<file path="src/rtl/core/pip_pkg.sv">
// Package for the point-in-polygon crossing-number core.
// Holds field widths, item kinds, register map and the item type passed along the cell chain.
// No dependencies.
package pip_pkg;

  localparam int MAX_VERTICES_DEF = 16;
  localparam int COORD_W          = 16;
  localparam int DIFF_W           = COORD_W + 1;
  localparam int PROD_W           = 2 * DIFF_W;
  localparam int IDX_W            = 4;
  localparam int CNT_W            = 5;
  localparam int APB_AW           = 3;
  localparam int APB_DW           = 32;

  localparam logic [CNT_W-1:0] VERTEX_COUNT_RST = 5'd3;

  typedef enum logic {
    KIND_LOAD  = 1'b0,
    KIND_QUERY = 1'b1
  } kind_t;

  typedef enum logic {
    REG_VERTEX_COUNT = 1'b0,
    REG_NONE         = 1'b1
  } reg_idx_t;

  typedef struct packed {
    logic                      valid;
    kind_t                     kind;
    logic [IDX_W-1:0]          idx;
    logic signed [COORD_W-1:0] x;
    logic signed [COORD_W-1:0] y;
    logic                      parity;
    logic signed [COORD_W-1:0] prev_x;
    logic signed [COORD_W-1:0] prev_y;
    logic signed [COORD_W-1:0] first_x;
    logic signed [COORD_W-1:0] first_y;
  } item_t;

endpackage

</file>
<file path="src/rtl/core/pip_edge.sv">
// Three-stage edge crossing unit: differences, products, signed compare and parity update.
// Carries one item along unchanged except for its parity bit.
// Depends on pip_pkg.
module pip_edge (
  input  logic                               clk,
  input  logic                               rst_n,
  input  pip_pkg::item_t                     item_i,
  input  logic                               count_i,
  input  logic signed [pip_pkg::COORD_W-1:0] a_x,
  input  logic signed [pip_pkg::COORD_W-1:0] a_y,
  input  logic signed [pip_pkg::COORD_W-1:0] b_x,
  input  logic signed [pip_pkg::COORD_W-1:0] b_y,
  output pip_pkg::item_t                     item_o
);

  pip_pkg::item_t                    item1_r, item2_r, item3_r;
  pip_pkg::item_t                    item3_nxt;
  logic                              cross1_r, cross2_r, cross1_nxt;
  logic                              neg2_r;
  logic signed [pip_pkg::DIFF_W-1:0] dxp1_r, dyb1_r, dyp1_r, dxb1_r;
  logic signed [pip_pkg::DIFF_W-1:0] dxp1_nxt, dyb1_nxt, dyp1_nxt, dxb1_nxt;
  logic signed [pip_pkg::PROD_W-1:0] lhs2_r, rhs2_r;
  logic                              hit;

  always_comb begin
    cross1_nxt = count_i && ((a_y > item_i.y) != (b_y > item_i.y));
    dxp1_nxt   = {item_i.x[pip_pkg::COORD_W-1], item_i.x} - {a_x[pip_pkg::COORD_W-1], a_x};
    dyb1_nxt   = {b_y[pip_pkg::COORD_W-1], b_y} - {a_y[pip_pkg::COORD_W-1], a_y};
    dyp1_nxt   = {item_i.y[pip_pkg::COORD_W-1], item_i.y} - {a_y[pip_pkg::COORD_W-1], a_y};
    dxb1_nxt   = {b_x[pip_pkg::COORD_W-1], b_x} - {a_x[pip_pkg::COORD_W-1], a_x};
  end

  always_comb begin
    hit = cross2_r && (neg2_r ? (lhs2_r > rhs2_r) : (lhs2_r < rhs2_r));
    item3_nxt        = item2_r;
    item3_nxt.parity = item2_r.parity ^ hit;
  end

  always_ff @(posedge clk) begin
    if (!rst_n) begin
      item1_r.valid <= 1'b0;
      item2_r.valid <= 1'b0;
      item3_r.valid <= 1'b0;
    end else begin
      item1_r <= item_i;
      item2_r <= item1_r;
      item3_r <= item3_nxt;
    end
  end

  always_ff @(posedge clk) begin
    cross1_r <= cross1_nxt;
    dxp1_r   <= dxp1_nxt;
    dyb1_r   <= dyb1_nxt;
    dyp1_r   <= dyp1_nxt;
    dxb1_r   <= dxb1_nxt;
    cross2_r <= cross1_r;
    neg2_r   <= dyb1_r[pip_pkg::DIFF_W-1];
    lhs2_r   <= dxp1_r * dyb1_r;
    rhs2_r   <= dyp1_r * dxb1_r;
  end

  assign item_o = item3_r;

endmodule

</file>
<file path="config.mk">
export PLATFORM = sky130hd
export DESIGN_NAME = pip_edge
export DESIGN_NICKNAME = d
export VERILOG_FILES = /design/src/rtl/core/pip_pkg.sv /design/src/rtl/core/pip_edge.sv
export SDC_FILE = /design/constraint.sdc
export NUM_CORES = 2
export LEC_CHECK = 0
export ABC_AREA = 1
export BUFFER_PORTS_ARGS = -buffer_cell sky130_fd_sc_hd__buf_2
export CORE_UTILIZATION = 60
export CTS_BUF_LIST = sky130_fd_sc_hd__clkbuf_4
export DETAILED_ROUTE_END_ITERATION = 7
export GPL_ROUTABILITY_DRIVEN = 0
export PLACE_DENSITY = 0.77
export SYNTH_ARGS = -nofsm -noshare
export SYNTH_HDL_FRONTEND = slang
export SYNTH_SLANG_ARGS = --single-unit
</file>
<file path="constraint.sdc">
create_clock -name clk -period 15.43 [get_ports clk]
set_input_delay 2.3145 -clock clk [delete_from_list [all_inputs] [get_ports clk]]
set_output_delay 2.3145 -clock clk [all_outputs]
set_load 0.005 [all_outputs]
</file>
==> qor.txt <==
GRT Residual Overflow = 0
CTS tree = done
Util after Layout = 66.60%
final worst setup slack = 9134 ps
critical-path cell list = nand2_1, fa_1, inv_1, fa_1, fa_1, fa_1, fa_1, fa_1, ha_1, a21oi_1, o21ai_0, a21oi_1, o21ai_0, a21oi_1, xnor2_1
Post CTS Setup Buffer Count = 0
nets = 5267
gr usage total = 28.88%
Final Cycle Share = 40.80%
Die H = 256.3 µm
routed len/inst = 17.50 µm
Starting DRT DRC Count = 1987
pre-CTS WS = 9214 ps
multi-input logic area = 22200 µm²
HPWL after DPL = 72.86 mm
Synth area leaders = fa_1, edfxtp_1, inv_1
Placeable Area = 63430 µm²
HP Class = flop to flop
cell repeated most along the worst path = fa_1
die span in x = 256.3 µm
Crit Path Max Fanout = 17
setup_tns = 0 ps
CP Capture Type = flop
Initial Utilization = 61.17%
P&R area growth vs syn = 8.865%
Area after DPL = 40770 µm²
RSZ-0062 raised after global routing = no
FMAX = 158.8 MHz
worst-skew pair later-pin latency = 920 ps
Bufs on Longest Clock Path = 3
Die ar. = 65690 µm²
FF+latch area = 12030 µm²
mapped cell area = 38800 µm²
Ports = 273
critical path required time = 16240 ps
measured slew at the worst slew-check pin = 1086 ps
vias in the first global route = 28555
Worst setup SP type = flop
Yosys top cell area share = 30.75%
input/output buffers = 272
share of cells above drive strength 1 = 11.12%
Setup CP Type = flop to flop
vias per cell = 5.156
MaxCap Viol Count = 0
crit path time final = 6296 ps
post-synth top area cell = fa_1
maximum number of pins on one net before global-route repair = 152
average size of a mapped cell = 9.788 µm²
status = finished clean
design area = 42240 µm²
fillers = 4823
clk sink count = 448
slew margin rel. = 27.57%
Total Wirelength = 90.23 mm
synth unique cells = 46
max-slew violations = 0
crit path DAT = 7110 ps
Worst Skew = 84.93 ps
DRC = 0
initial antenna violation count = 7
Syn. warnings = 0
Worst Path Buf+Inv = 1
CTS Root Cell = clkbuf_4
cts hold-fix bufs = 0
CP top delay family = adder cells
Final setup viols = 0
Syn Nets = 5015
Clock transition at path regs = 70 ps
first-pass GRT wire length = 147.4 mm
max incr delay on CP = 860 ps
cells resized by post-CTS repair = 0
Gate Count Post-Synth = 3964
Slowest cell on crit path = dfxtp_1
antenna-violating nets left = 0
H-tree depth = 3
Core Rows = 92
Detailed Routing Iterations Pass 1 = 6
Hold Vio Cnt, Final = 0
vias = 26589
cts bufs inserted = 106
synthesis-stage register bit count = 448
sequential share of the synthesized area = 31.01%
-- stage by stage --
step | hold slack, ps | cells
after floorplan | 309.6 | 3964
after global placement | 313.2 | 4954
after detailed placement | 317.1 | 4954
after CTS | 332.4 | 5154
after global routing | 348.4 | 5157
final | 329.4 | 5157
-- cells in the final DEF, fill, tap and decap left out, types with 3 or more instances in the layout --
master     Yosys  layout
clkbuf_4       0     158
or2_2          8       8
a21oi_1      133     133
o21ai_0       38      38
a31oi_1        4       4
fa_1         596     596
o21bai_1      10      10
inv_1       1078    1078
clkinv_1       1      28
a21o_1        17      17
nand2_2        4       4
buf_2          0     271
dfxtp_1      142     142
nand2_1      813     813
diode_2        0       3
nand3b_1       3       3
o2111ai_1      4       4
nand3_1       46      46
a21oi_2        3       3
nor3_1        16      16
o21a_1         4       4
nor2_1       106     106
xnor2_1       55      55
clkinv_2       0       7
edfxtp_1     306     306
a21boi_1       9       9
buf_4          0       6
o31ai_1        3       3
o21ai_1       32      32
xor2_1        74      74
nand4_1       17      17
ha_1         285     285
inv_2          3       3
-- path summary, 6_finish.rpt --
check                                        from  slack (ps)  depth (start not counted)                  to
worst max register to register  dyb1_r[5]$_DFF_P_        9130                         15  lhs2_r[33]$_DFF_P_
worst min-delay path             cross1_r$_DFF_P_         330                          0    cross2_r$_DFF_P_
worst max-delay path            dyb1_r[5]$_DFF_P_        9130                         15  lhs2_r[33]$_DFF_P_
worst min register to register   cross1_r$_DFF_P_         330                          0    cross2_r$_DFF_P_
-- cell families after synthesis --
kind of cell             count (synthesis)  share of synthesized area [%]
flip-flops                             448                          31.01
buffers and inverters                 1216                          11.76
AND/OR/NAND/NOR                       1022                          10.44
adder cells (fa/ha/maj)                881                          39.94
XOR/XNOR                               129                          2.912
AO/OA/AOI/OAI                          268                          3.931
-- flip-flops by register name, indices dropped and copies added (netlist names) --
register and count:
item_o 103, dxp1_r 17, cross2_r 1, rhs2_r 34, neg2_r 1, item1_r 103
dxb1_r 17, dyb1_r 17, cross1_r 1, lhs2_r 34, item2_r 103, dyp1_r 17
-- layer usage --
metal	track usage, %	up-vias	wire length, µm
met3	6.020	234	6882
met1	34.55	12972	34120
met2	50.56	1029	45690
met4	12.13	4	3506
li1	-	12350	-
met5	0	-	26
-- cells in the mapped netlist (all sizes together) --
cell     number
a21o         17
or3b          1
o31ai         4
nand4        17
or2           8
ha          285
a221oi        2
xnor2        55
o221a         1
o211ai        2
clkbuf      133
a21boi        9
a21oi       136
nor4          3
dfxtp       142
and2          1
inv        1081
nor2        107
o2111ai       4
fa          596
and3          1
buf           1
a22o          1
nand3        48
nand2       817
o21a          4
nand3b        3
a31oi         4
edfxtp      306
xor2         74
o21bai       10
o311ai        1
clkinv        1
a31o          1
o21ai        72
nor3         16
-- area by class of cell --
class / instances / share of cell area (%)
well taps: 846 / 2.506
diodes: 3 / 0.01777
clock inverters: 42 / 0.6487
multi-input cells: 2300 / 52.57
repair buffers: 278 / 3.353
flip-flops and latches: 448 / 28.48
inverters: 1082 / 9.615
clock buffers: 158 / 2.808
Power is not shown: default switching activity piles up to over one toggle a cycle in this logic, so the estimate is an artifact.
