`config.mk`:
```
export PLATFORM = sky130hd
export DESIGN_NAME = pip_cell
export DESIGN_NICKNAME = d
export VERILOG_FILES = /design/src/rtl/core/pip_pkg.sv /design/src/rtl/core/pip_edge.sv /design/src/rtl/core/pip_cell.sv
export SDC_FILE = /design/constraint.sdc
export NUM_CORES = 1
export LEC_CHECK = 0
export BUFFER_PORTS_ARGS = -buffer_cell sky130_fd_sc_hd__buf_2
export CORE_ASPECT_RATIO = 0.8
export CORE_MARGIN = 10
export CORE_UTILIZATION = 35
export CTS_CLUSTER_SIZE = 28
export DETAILED_ROUTE_END_ITERATION = 8
export PLACE_DENSITY_LB_ADDON = 0.2
export SLEW_MARGIN = 20
export SYNTH_ARGS = -nofsm -noshare
export SYNTH_HDL_FRONTEND = slang
export SYNTH_HIERARCHICAL = 1
export SYNTH_SLANG_ARGS = --single-unit
```
`constraint.sdc`:
```
create_clock -name clk -period 10.3 [get_ports clk]
set_clock_uncertainty 0.15 [all_clocks]
set_input_delay 1.03 -clock clk [delete_from_list [all_inputs] [get_ports clk]]
set_output_delay 1.03 -clock clk [all_outputs]
set_load 0.02 [all_outputs]
```
`src/rtl/core/pip_pkg.sv`:
```
// Package for the point-in-polygon crossing-number core.
// Holds field widths, item kinds, register map and the item type passed along the cell chain.
// No dependencies.
package pip_pkg;

  localparam int MAX_VERTICES_DEF = 16;
  localparam int COORD_W          = 16;
  localparam int DIFF_W           = COORD_W + 1;
  localparam int PROD_W           = 2 * DIFF_W;
  localparam int IDX_W            = 4;
  localparam int CNT_W            = 5;
  localparam int APB_AW           = 3;
  localparam int APB_DW           = 32;

  localparam logic [CNT_W-1:0] VERTEX_COUNT_RST = 5'd3;

  typedef enum logic {
    KIND_LOAD  = 1'b0,
    KIND_QUERY = 1'b1
  } kind_t;

  typedef enum logic {
    REG_VERTEX_COUNT = 1'b0,
    REG_NONE         = 1'b1
  } reg_idx_t;

  typedef struct packed {
    logic                      valid;
    kind_t                     kind;
    logic [IDX_W-1:0]          idx;
    logic signed [COORD_W-1:0] x;
    logic signed [COORD_W-1:0] y;
    logic                      parity;
    logic signed [COORD_W-1:0] prev_x;
    logic signed [COORD_W-1:0] prev_y;
    logic signed [COORD_W-1:0] first_x;
    logic signed [COORD_W-1:0] first_y;
  } item_t;

endpackage

```
`src/rtl/core/pip_edge.sv`:
```
// Three-stage edge crossing unit: differences, products, signed compare and parity update.
// Carries one item along unchanged except for its parity bit.
// Depends on pip_pkg.
module pip_edge (
  input  logic                               clk,
  input  logic                               rst_n,
  input  pip_pkg::item_t                     item_i,
  input  logic                               count_i,
  input  logic signed [pip_pkg::COORD_W-1:0] a_x,
  input  logic signed [pip_pkg::COORD_W-1:0] a_y,
  input  logic signed [pip_pkg::COORD_W-1:0] b_x,
  input  logic signed [pip_pkg::COORD_W-1:0] b_y,
  output pip_pkg::item_t                     item_o
);

  pip_pkg::item_t                    item1_r, item2_r, item3_r;
  pip_pkg::item_t                    item3_nxt;
  logic                              cross1_r, cross2_r, cross1_nxt;
  logic                              neg2_r;
  logic signed [pip_pkg::DIFF_W-1:0] dxp1_r, dyb1_r, dyp1_r, dxb1_r;
  logic signed [pip_pkg::DIFF_W-1:0] dxp1_nxt, dyb1_nxt, dyp1_nxt, dxb1_nxt;
  logic signed [pip_pkg::PROD_W-1:0] lhs2_r, rhs2_r;
  logic                              hit;

  always_comb begin
    cross1_nxt = count_i && ((a_y > item_i.y) != (b_y > item_i.y));
    dxp1_nxt   = {item_i.x[pip_pkg::COORD_W-1], item_i.x} - {a_x[pip_pkg::COORD_W-1], a_x};
    dyb1_nxt   = {b_y[pip_pkg::COORD_W-1], b_y} - {a_y[pip_pkg::COORD_W-1], a_y};
    dyp1_nxt   = {item_i.y[pip_pkg::COORD_W-1], item_i.y} - {a_y[pip_pkg::COORD_W-1], a_y};
    dxb1_nxt   = {b_x[pip_pkg::COORD_W-1], b_x} - {a_x[pip_pkg::COORD_W-1], a_x};
  end

  always_comb begin
    hit = cross2_r && (neg2_r ? (lhs2_r > rhs2_r) : (lhs2_r < rhs2_r));
    item3_nxt        = item2_r;
    item3_nxt.parity = item2_r.parity ^ hit;
  end

  always_ff @(posedge clk) begin
    if (!rst_n) begin
      item1_r.valid <= 1'b0;
      item2_r.valid <= 1'b0;
      item3_r.valid <= 1'b0;
    end else begin
      item1_r <= item_i;
      item2_r <= item1_r;
      item3_r <= item3_nxt;
    end
  end

  always_ff @(posedge clk) begin
    cross1_r <= cross1_nxt;
    dxp1_r   <= dxp1_nxt;
    dyb1_r   <= dyb1_nxt;
    dyp1_r   <= dyp1_nxt;
    dxb1_r   <= dxb1_nxt;
    cross2_r <= cross1_r;
    neg2_r   <= dyb1_r[pip_pkg::DIFF_W-1];
    lhs2_r   <= dxp1_r * dyb1_r;
    rhs2_r   <= dyp1_r * dxb1_r;
  end

  assign item_o = item3_r;

endmodule

```
`src/rtl/core/pip_cell.sv`:
```
// One vertex cell: holds polygon vertex INDEX and, unless INDEX is 0, tests the edge from the previous vertex.
// Loads write the vertex as they pass; queries hand this vertex on as the next edge start.
// Depends on pip_pkg and pip_edge.
module pip_cell #(
  parameter int INDEX = 0
) (
  input  logic                        clk,
  input  logic                        rst_n,
  input  logic [pip_pkg::CNT_W-1:0]   vertex_count,
  input  pip_pkg::item_t              item_i,
  output pip_pkg::item_t              item_o
);

  logic signed [pip_pkg::COORD_W-1:0] vx_r, vy_r;
  logic                               active;
  logic                               count;
  logic                               load_hit;
  pip_pkg::item_t                     item_mod;

  assign active   = 32'(vertex_count) > 32'(INDEX);
  assign load_hit = item_i.valid && (item_i.kind == pip_pkg::KIND_LOAD) &&
                    (32'(item_i.idx) == 32'(INDEX));
  assign count    = item_i.valid && (item_i.kind == pip_pkg::KIND_QUERY) && active &&
                    (INDEX != 0);

  always_comb begin
    item_mod = item_i;
    if (INDEX == 0) begin
      item_mod.prev_x  = vx_r;
      item_mod.prev_y  = vy_r;
      item_mod.first_x = vx_r;
      item_mod.first_y = vy_r;
    end else if (active) begin
      item_mod.prev_x = vx_r;
      item_mod.prev_y = vy_r;
    end
  end

  always_ff @(posedge clk) begin
    if (load_hit) begin
      vx_r <= item_i.x;
      vy_r <= item_i.y;
    end
  end

  pip_edge u_edge (
    .clk     (clk),
    .rst_n   (rst_n),
    .item_i  (item_mod),
    .count_i (count),
    .a_x     (item_i.prev_x),
    .a_y     (item_i.prev_y),
    .b_x     (vx_r),
    .b_y     (vy_r),
    .item_o  (item_o)
  );

endmodule

```
==> results.sh, run 1 <==
export IMPL_die_width_um=394
export IMPL_synth_edff_count=338
export IMPL_globalplace_congestion=0.806
export IMPL_start_util=0.353
export IMPL_arrival_ns=7.74
export IMPL_layout_nets=4627
export IMPL_r2r_setup_slack_ns=2.88
export IMPL_crit_path_max_fanout=17
export IMPL_period_share=0.720
export IMPL_wl_met2_um=39100
export IMPL_slew_viol_final=0
export IMPL_synth_largest_area_cell="fa_1"
export IMPL_antenna_found_initial=17
export IMPL_outcome="finished, final reports clean"
export IMPL_syn_avg_cell_area_um2=11.3
export IMPL_viasPerCell=4.59
export IMPL_tns_ns=0
export IMPL_grt_pass1_wl_um=146000
export IMPL_cts_tree="built"
export IMPL_dieArea_mm2=0.125
export IMPL_insertion_delay_ns=0.65
export IMPL_grt_max_degree=172
export IMPL_rsz0062_at_grt="false"
export IMPL_grt_pass1_vias=25500
export IMPL_syn_area_mm2=0.0391
export IMPL_hpwl_um=72400
export IMPL_yosysWarnings=6
export IMPL_cts_resized=0
export IMPL_rr_worst_depth=17
export IMPL_worstReg2RegStart="u_edge/dyb1_r[2]$_DFF_P_"
export IMPL_drive_gt1_frac=0.0826
export IMPL_slew_headroom=0.312
export IMPL_ys_flop_type="edfxtp_1"
export IMPL_grtUsageTotal=0.146
export IMPL_final_hold_violation_count=0
export IMPL_cts_setup_buffers=0
export IMPL_cts_buffers_inserted=53
export IMPL_startpoint_type="register"
export IMPL_ant_nets=0
export IMPL_root_buffer="clkbuf_16"
export IMPL_overflow=0
export IMPL_io_pin_count=213
export IMPL_yosysSeqAreaShare=0.333
export IMPL_hold_path_class="register to register"
export IMPL_drtPass1Iterations=4
export IMPL_seqCellArea_mm2=0.0130
export IMPL_period_needed_ns=7.42
export IMPL_rows=109
export IMPL_drt_wl_total_um=89600
export IMPL_syn_inst=3471
export IMPL_wl_per_cell_um=17.3
export IMPL_whs_path_depth=0
export IMPL_core_area_mm2=0.111
export IMPL_met3_wirelength_um=5070
export IMPL_drt_iter0_markers=1224
export IMPL_cts_sinks=480
export IMPL_drv_cap=0
export IMPL_end_kind="register"
export IMPL_setup_violations_final=0
export IMPL_fmax_mhz=135
export IMPL_synth_top_area_frac=0.305
export IMPL_area_growth_syn_to_layout_pct=11.1
export IMPL_tightest_slew_ns=1.03
export IMPL_min_from="u_edge/cross1_r$_DFF_P_"
export IMPL_synthTopCellsByArea="fa_1 31%, edfxtp_1 26%, ha_1 9.1%"
export IMPL_synth_seq_cells=480
export IMPL_crit_required_ns=10.62
export IMPL_synth_common_cells="723 x inv_1, 596 x fa_1, 338 x edfxtp_1"
export IMPL_whs_endpoint="u_edge/cross2_r$_DFF_P_"
export IMPL_wl_met1_um=43400
export IMPL_multiInputGateArea_mm2=0.0231
export IMPL_die_y_um=319
export IMPL_dr_max_layer_used="met5"
export IMPL_yosysMostFrequentCell="inv_1"
export IMPL_path_clk_slew_ns=0.06
export IMPL_cts_max_level=2
export IMPL_yosysUniqueCellTypes=79
export IMPL_async_reset_ff_frac=0
export IMPL_post_route_drc_count=0
export IMPL_port_buffers=175
export IMPL_vias=23800
export IMPL_r2r_end="u_edge/lhs2_r[30]$_DFF_P_"
export IMPL_cts_hold_buffers=0
export IMPL_fill_cells=10900
export IMPL_cts_buffer_depth=3
export IMPL_path_class="register to register"
[layout by cell type, fill, tap and decap left out, drive strengths merged, types with 6 or more instances in the layout]
cell / count
nand2b: 25
a21o: 22
xnor2: 93
clkinvlp: 7
a21oi: 82
o41ai: 10
nor3: 44
inv: 730
fa: 596
edfxtp: 338
or3: 10
xor2: 18
ha: 285
clkbuf: 64
o21a: 27
buf: 184
dfxtp: 142
clkinv: 18
a211oi: 14
o31ai: 9
nand2: 308
o211ai: 8
a21boi: 9
o21bai: 15
o21ai: 60
nor2b: 15
and2: 304
nand4: 12
nand3: 37
a31oi: 6
and3: 10
nor2: 108
[sequential cells by signal, summed over array words and instances (netlist names)]
register         cells
u_edge/cross1_r      1
u_edge/lhs2_r       34
u_edge/dxp1_r       17
u_edge/item_o      103
u_edge/rhs2_r       34
u_edge/neg2_r        1
u_edge/dyb1_r       17
vy_r                16
u_edge/item1_r     103
vx_r                16
u_edge/item2_r     103
u_edge/cross2_r      1
u_edge/dxb1_r       17
u_edge/dyp1_r       17
[worst max-delay path, cell delays in order, from the launching register on]
cell	delay, ns
dfxtp_1	0.82
nand2_1	0.20
inv_1	0.17
fa_1	0.57
fa_1	0.94
fa_1	0.53
fa_1	0.51
fa_1	0.49
inv_1	0.05
fa_1	0.47
inv_1	0.04
ha_1	0.37
o21ai_0	0.11
a21oi_1	0.24
nor4_1	0.09
o41ai_1	0.74
o31ai_1	0.11
a21boi_0	0.63
[routing by layer]
metal | up-vias | global-route usage
li1 | 11300 | -
met3 | 112 | 0.0307
met1 | 11900 | 0.207
met4 | 26 | 0.0351
met2 | 468 | 0.226
met5 | - | 0
[final cells by class]
cell class / count / area share
Multi-Input combinational cell: 2194 / 0.532
Sequential cell: 480 / 0.299
Inverter: 723 / 0.0625
Tap cell: 1498 / 0.0432
Clock buffer: 64 / 0.0324
Timing Repair Buffer: 184 / 0.0222
Clock inverter: 35 / 0.00827
Antenna cell: 2 / 0.000115
[how the worst max path moves through the flow]
stage	slack (ns)	start	to	cells past startpoint
floorplan	4.11	u_edge/dyb1_r[8]$_DFF_P_	u_edge/lhs2_r[32]$_DFF_P_	23
global placement	3.07	u_edge/dyb1_r[2]$_DFF_P_	u_edge/lhs2_r[30]$_DFF_P_	17
detailed placement	3.03	u_edge/dyb1_r[2]$_DFF_P_	u_edge/lhs2_r[30]$_DFF_P_	17
CTS	3.00	u_edge/dyb1_r[2]$_DFF_P_	u_edge/lhs2_r[30]$_DFF_P_	17
global route	2.39	u_edge/dyb1_r[2]$_DFF_P_	u_edge/lhs2_r[30]$_DFF_P_	17
finish	2.88	u_edge/dyb1_r[2]$_DFF_P_	u_edge/lhs2_r[30]$_DFF_P_	17
[metrics by stage]
stage,instance area (um^2),util,instances,hold WS [ns],worst slack (ns)
floorplan,39100,-,3472,0.160,4.11
global placement,41600,0.376,5079,0.162,3.07
detailed placement,41600,0.376,5079,0.162,3.03
CTS,43400,0.392,5178,0.177,3.00
global route,43400,0.392,5178,0.179,2.39
finish,43400,0.393,5180,0.177,2.88
[kinds of logic after synthesis]
logic type	Yosys count	share of synthesized area
flops	480	0.333
mux	3	0.000801
other cells	1	0.0000960
buf+inv	798	0.0767
simple gates	893	0.115
compound gates	304	0.0536
xor+xnor	111	0.0249
fa+ha+maj	881	0.397
Power of run 1 is left out: the tool's default activity adds up to more than one toggle a clock period on the data nets, which glitch-free logic cannot reach.
==> run 2, diff against run 1 <==
==> constraint.sdc (replaced) <==
create_clock -name clk -period 5.93 [get_ports clk]
set_clock_uncertainty 0.15 [all_clocks]
set_input_delay 0.593 -clock clk [delete_from_list [all_inputs] [get_ports clk]]
set_output_delay 0.593 -clock clk [all_outputs]
set_load 0.02 [all_outputs]
==> results.sh, run 2 (synthesis gave the netlist of run 1 again) <==
export IMPL_outcome="finished, violations left"
export IMPL_violations="setup timing"
export IMPL_layout_commonest_cell="inv_1"
export IMPL_drive_gt1_frac=0.194
export IMPL_viasPerCell=4.56
export IMPL_drt_iter0_markers=1341
export IMPL_place_inst=5370
export IMPL_grtUsageTotal=0.148
export IMPL_max_stage_delay_ns=0.53
export IMPL_post_route_drc_count=0
export IMPL_fmax_mhz=162
export IMPL_cts_buffer_depth=3
export IMPL_drt_wl_total_um=90200
export IMPL_area_growth_syn_to_layout_pct=20.9
export IMPL_root_buffer="clkbuf_16"
export IMPL_tightest_slew_ns=0.944
export IMPL_holdWs_ns=0.0429
export IMPL_arrival_ns=6.54
export IMPL_cts_buffers_inserted=53
export IMPL_seqCellArea_mm2=0.0131
export IMPL_dieArea_mm2=0.125
export IMPL_grt_max_degree=123
export IMPL_wl_per_cell_um=16.4
export IMPL_crit_path_max_fanout=14
export IMPL_end_kind="register"
export IMPL_insertion_delay_ns=0.64
export IMPL_final_hold_violation_count=0
export IMPL_startpoint_type="register"
export IMPL_final_core_util=0.427
export IMPL_rsz0062_at_grt="true"
export IMPL_hpwl_um=75100
export IMPL_ant_nets=0
export IMPL_period_needed_ns=6.16
export IMPL_grt_pass1_vias=26900
export IMPL_die_width_um=394
export IMPL_start_util=0.353
export IMPL_vias=25100
export IMPL_path_class="register to register"
export IMPL_core_area_mm2=0.111
export IMPL_instances_no_fill=5512
export IMPL_fill_cells=10500
export IMPL_cts_sinks=480
export IMPL_die_y_um=319
export IMPL_layout_nets=4955
export IMPL_setup_violations_final=7
export IMPL_port_buffers=175
export IMPL_path_clk_slew_ns=0.06
export IMPL_fin_ws_ns=-0.227
export IMPL_io_pin_count=213
export IMPL_crit_chain="buf_12, and2_4, fa_1, inv_1, fa_1, fa_1, inv_1, fa_1, fa_1, inv_1, fa_1, inv_1, ha_4, a21o_1, a211o_4, o21ai_4, a21oi_4, o41ai_4, or4b_4, o311ai_2"
export IMPL_drtPass1Iterations=5
export IMPL_globalplace_congestion=0.833
export IMPL_period_share=1.04
export IMPL_cts_max_level=2
export IMPL_mostFrequentLayoutCells="710 x inv_1, 578 x fa_1, 338 x edfxtp_1"
export IMPL_crit_required_ns=6.31
export IMPL_slew_viol_final=0
export IMPL_cts_tree="built"
export IMPL_multiInputGateArea_mm2=0.0238
export IMPL_rows=109
export IMPL_slew_headroom=0.367
export IMPL_hold_path_class="primary input to register"
export IMPL_path_buf_inv=5
export IMPL_overflow=0
export IMPL_critPathTopFamily="adder cells"
export IMPL_antenna_found_initial=14
export IMPL_grt_pass1_wl_um=149000
export IMPL_cp_slowest_cell="fa_1"
export IMPL_path_common_cell="fa_1"
export IMPL_drv_cap=0
-- run 2: path summary, 6_finish.rpt --
kind / from / endpoint / slack (ns) / depth (start not counted)
worst max-delay path: u_edge/dxp1_r[9]$_DFF_P_ / u_edge/lhs2_r[32]$_DFF_P_ / -0.23 / 20
worst min-delay path: item_i[93] / vx_r[12]$_DFFE_PP_ / 0.04 / 1
worst max register to register: u_edge/dxp1_r[9]$_DFF_P_ / u_edge/lhs2_r[32]$_DFF_P_ / -0.23 / 20
worst min register to register: u_edge/cross1_r$_DFF_P_ / u_edge/cross2_r$_DFF_P_ / 0.18 / 0
-- run 2: what timing repair did --
action / in CTS / in global routing
hold buffers: 9 / 0
endpoints found under the setup margin: 28 / 28
resized for setup: 122 / 118
setup buffers: 18 / 13
hold endpoints to repair: 10 / 0
pin swaps: 71 / 78
-- run 2: per-layer routing --
metal / vias up / global-route usage / routed length (um)
li1: 11900 / - / -
met1: 12700 / 0.211 / 43800
met2: 366 / 0.236 / 40800
met3: 98 / 0.0246 / 3980
met4: 14 / 0.0272 / 1540
met5: - / 0 / 75
-- run 2: area by class of cell --
type | instances | area share
antenna | 6 | 0.000318
clock buffer | 65 | 0.0295
clock inverter | 34 | 0.0106
inverter | 723 | 0.0575
multi-input combinational | 2194 | 0.503
sequential | 480 | 0.277
tap | 1498 | 0.0397
timing repair buffer | 512 | 0.0821
-- run 2: worst register-to-register path, stage by stage (launching register included) --
cell	delay, ns
dfxtp_2	0.33
buf_12	0.15
and2_4	0.17
fa_1	0.53
inv_1	0.05
fa_1	0.47
fa_1	0.51
inv_1	0.05
fa_1	0.48
fa_1	0.50
inv_1	0.05
fa_1	0.47
inv_1	0.06
ha_4	0.23
a21o_1	0.18
a211o_4	0.36
o21ai_4	0.30
a21oi_4	0.12
o41ai_4	0.35
or4b_4	0.51
o311ai_2	0.09
-- run 2: per-stage QoR --
step           instance area, um^2  setup slack (ns)  TNS [ns]
2_1_floorplan                39200           0.00214         0
3_3_place_gp                 44200            -0.446     -4.87
3_5_place_dp                 44200            -0.549     -5.52
4_1_cts                      46700            -0.151    -0.643
5_1_grt                      47200            -0.381     -3.47
6_report                     47200            -0.227    -0.490
Power of run 2 is left out for the same reason.
==> run 3, diff against run 2 <==
--- a/config.mk
+++ b/config.mk
@@ -6,8 +6,7 @@
 export NUM_CORES = 1
 export LEC_CHECK = 0
 export BUFFER_PORTS_ARGS = -buffer_cell sky130_fd_sc_hd__buf_2
-export CORE_ASPECT_RATIO = 0.8
-export CORE_MARGIN = 10
+export CORE_MARGIN = 8
 export CORE_UTILIZATION = 35
 export CTS_CLUSTER_SIZE = 28
 export DETAILED_ROUTE_END_ITERATION = 8
==> results.sh, run 3 (synthesis gave the netlist of run 1 again) <==
export IMPL_outcome="finished, violations left"
export IMPL_violations="setup timing"
export IMPL_globalplace_congestion=0.829
export IMPL_path_buf_inv=6
export IMPL_overflow=0
export IMPL_path_clk_slew_ns=0.06
export IMPL_core_area_mm2=0.111
export IMPL_drt_iter0_markers=1218
export IMPL_cts_tree="built"
export IMPL_crit_path_max_fanout=6
export IMPL_hold_path_class="primary input to register"
export IMPL_holdWs_ns=0.0436
export IMPL_grtUsageTotal=0.154
export IMPL_grt_pass1_wl_um=149000
export IMPL_fmax_mhz=166
export IMPL_max_stage_delay_ns=0.51
export IMPL_period_share=1.01
export IMPL_drive_gt1_frac=0.214
export IMPL_wl_per_cell_um=16.6
export IMPL_instances_no_fill=5517
export IMPL_startpoint_type="register"
export IMPL_viasPerCell=4.53
export IMPL_slew_viol_final=0
export IMPL_crit_required_ns=6.28
export IMPL_die_width_um=350
export IMPL_ant_nets=0
export IMPL_whs_path_depth=1
export IMPL_period_needed_ns=6.02
export IMPL_drt_wl_total_um=91800
export IMPL_critPathTopFamily="adder cells"
export IMPL_vias=25000
export IMPL_grt_max_degree=169
export IMPL_tns_ns=-0.257
export IMPL_tightest_slew_ns=0.977
export IMPL_dieArea_mm2=0.123
export IMPL_cts_sinks=480
export IMPL_antenna_found_initial=8
export IMPL_root_buffer="clkbuf_16"
export IMPL_arrival_ns=6.36
export IMPL_r2r_end="u_edge/lhs2_r[33]$_DFF_P_"
export IMPL_port_buffers=175
export IMPL_fin_ws_ns=-0.0866
export IMPL_io_pin_count=213
export IMPL_end_kind="register"
export IMPL_pre_cts_ws_ns=-0.518
export IMPL_start_util=0.353
export IMPL_place_inst=5364
export IMPL_drv_cap=0
export IMPL_grt_pass1_vias=27100
export IMPL_path_common_cell="fa_1"
export IMPL_crit_chain="buf_6, and2_4, fa_1, inv_1, fa_1, fa_1, fa_1, inv_2, fa_1, inv_1, fa_1, inv_2, ha_4, a21oi_4, nor2_2, a211o_4, buf_6, o311ai_4, a311o_2, o21ai_4, nor4_2, nor3_2"
export IMPL_mostFrequentLayoutCells="697 x inv_1, 567 x fa_1, 338 x edfxtp_1"
export IMPL_insertion_delay_ns=0.67
export IMPL_cts_max_level=2
export IMPL_worstReg2RegStart="u_edge/dxp1_r[6]$_DFF_P_"
export IMPL_area_growth_syn_to_layout_pct=21.7
export IMPL_whs_endpoint="vx_r[14]$_DFFE_PP_"
export IMPL_die_y_um=350
export IMPL_slew_headroom=0.349
export IMPL_r2r_setup_slack_ns=-0.09
export IMPL_path_class="register to register"
export IMPL_drtPass1Iterations=5
export IMPL_cts_buffers_inserted=55
export IMPL_hpwl_um=75400
export IMPL_cp_slowest_cell="fa_1"
export IMPL_setup_violations_final=7
export IMPL_rows=122
export IMPL_post_route_drc_count=0
export IMPL_rsz0062_at_grt="true"
export IMPL_layout_nets=4974
export IMPL_min_from="item_i[95]"
export IMPL_final_hold_violation_count=0
export IMPL_cts_buffer_depth=3
export IMPL_rr_worst_depth=22
export IMPL_fill_cells=10500
export IMPL_layout_commonest_cell="inv_1"
==> run 3: cell count changes in the layout (fill, tap and decap cells not counted), moves of 7 or more <==
cell,delta
ha_4,+15
inv_1,-13
bufinv_16,-8
inv_2,+12
dfxtp_4,+13
and2_4,+8
fa_1,-11
ha_1,-16
buf_4,+9
and2_1,-8
buf_6,+12
dfxtp_2,-7
fa_2,+11
==> run 3: final cells by class <==
cell class              count  area (um^2)  area share
diodes                      4         10.0    0.000210
clock buffers              65         1420      0.0299
clock inverters            34          305     0.00642
inverters                 723         2720      0.0571
multi-input cells        2194        24100       0.507
flip-flops and latches    480        13100       0.276
well taps                1488         1860      0.0391
repair buffers            529         3990      0.0838
==> run 3: worst max path at each step <==
| stage | start | to | slack (ns) | cells after the start |
|---|---|---|---|---|
| 6_report | u_edge/dxp1_r[6]$_DFF_P_ | u_edge/lhs2_r[33]$_DFF_P_ | -0.09 | 22 |
| 5_1_grt | u_edge/dxp1_r[7]$_DFF_P_ | u_edge/lhs2_r[32]$_DFF_P_ | -0.29 | 19 |
| 4_1_cts | u_edge/dyb1_r[8]$_DFF_P_ | u_edge/lhs2_r[32]$_DFF_P_ | -0.15 | 23 |
| 3_5_place_dp | u_edge/dyp1_r[11]$_DFF_P_ | u_edge/rhs2_r[31]$_DFF_P_ | -0.52 | 19 |
| 3_3_place_gp | u_edge/dyp1_r[9]$_DFF_P_ | u_edge/rhs2_r[32]$_DFF_P_ | -0.32 | 18 |
| 2_1_floorplan | u_edge/dyb1_r[8]$_DFF_P_ | u_edge/lhs2_r[32]$_DFF_P_ | 0.002 | 23 |
==> run 3: what timing repair did <==
item | CTS | global route
cloned | 1 | 0
gates resized for setup | 163 | 193
setup buffers | 25 | 19
pin swaps | 62 | 104
setup endpoints to repair | 29 | 30
hold endpoints to repair | 16 | 0
hold buffers | 12 | 0
==> run 3: per-layer routing <==
metal  track usage  wire [um]
met1         0.200      41000
met5             0         27
met3        0.0268       3760
met2         0.266      44800
met4        0.0360       2160
==> run 3: metrics by stage <==
| stage | util | instance area (um^2) |
|---|---|---|
| floorplan | - | 39200 |
| global placement | 0.399 | 44100 |
| detailed placement | 0.399 | 44100 |
| CTS | 0.422 | 46700 |
| global route | 0.430 | 47600 |
| finish | 0.430 | 47600 |
Power of run 3 is left out for the same reason.
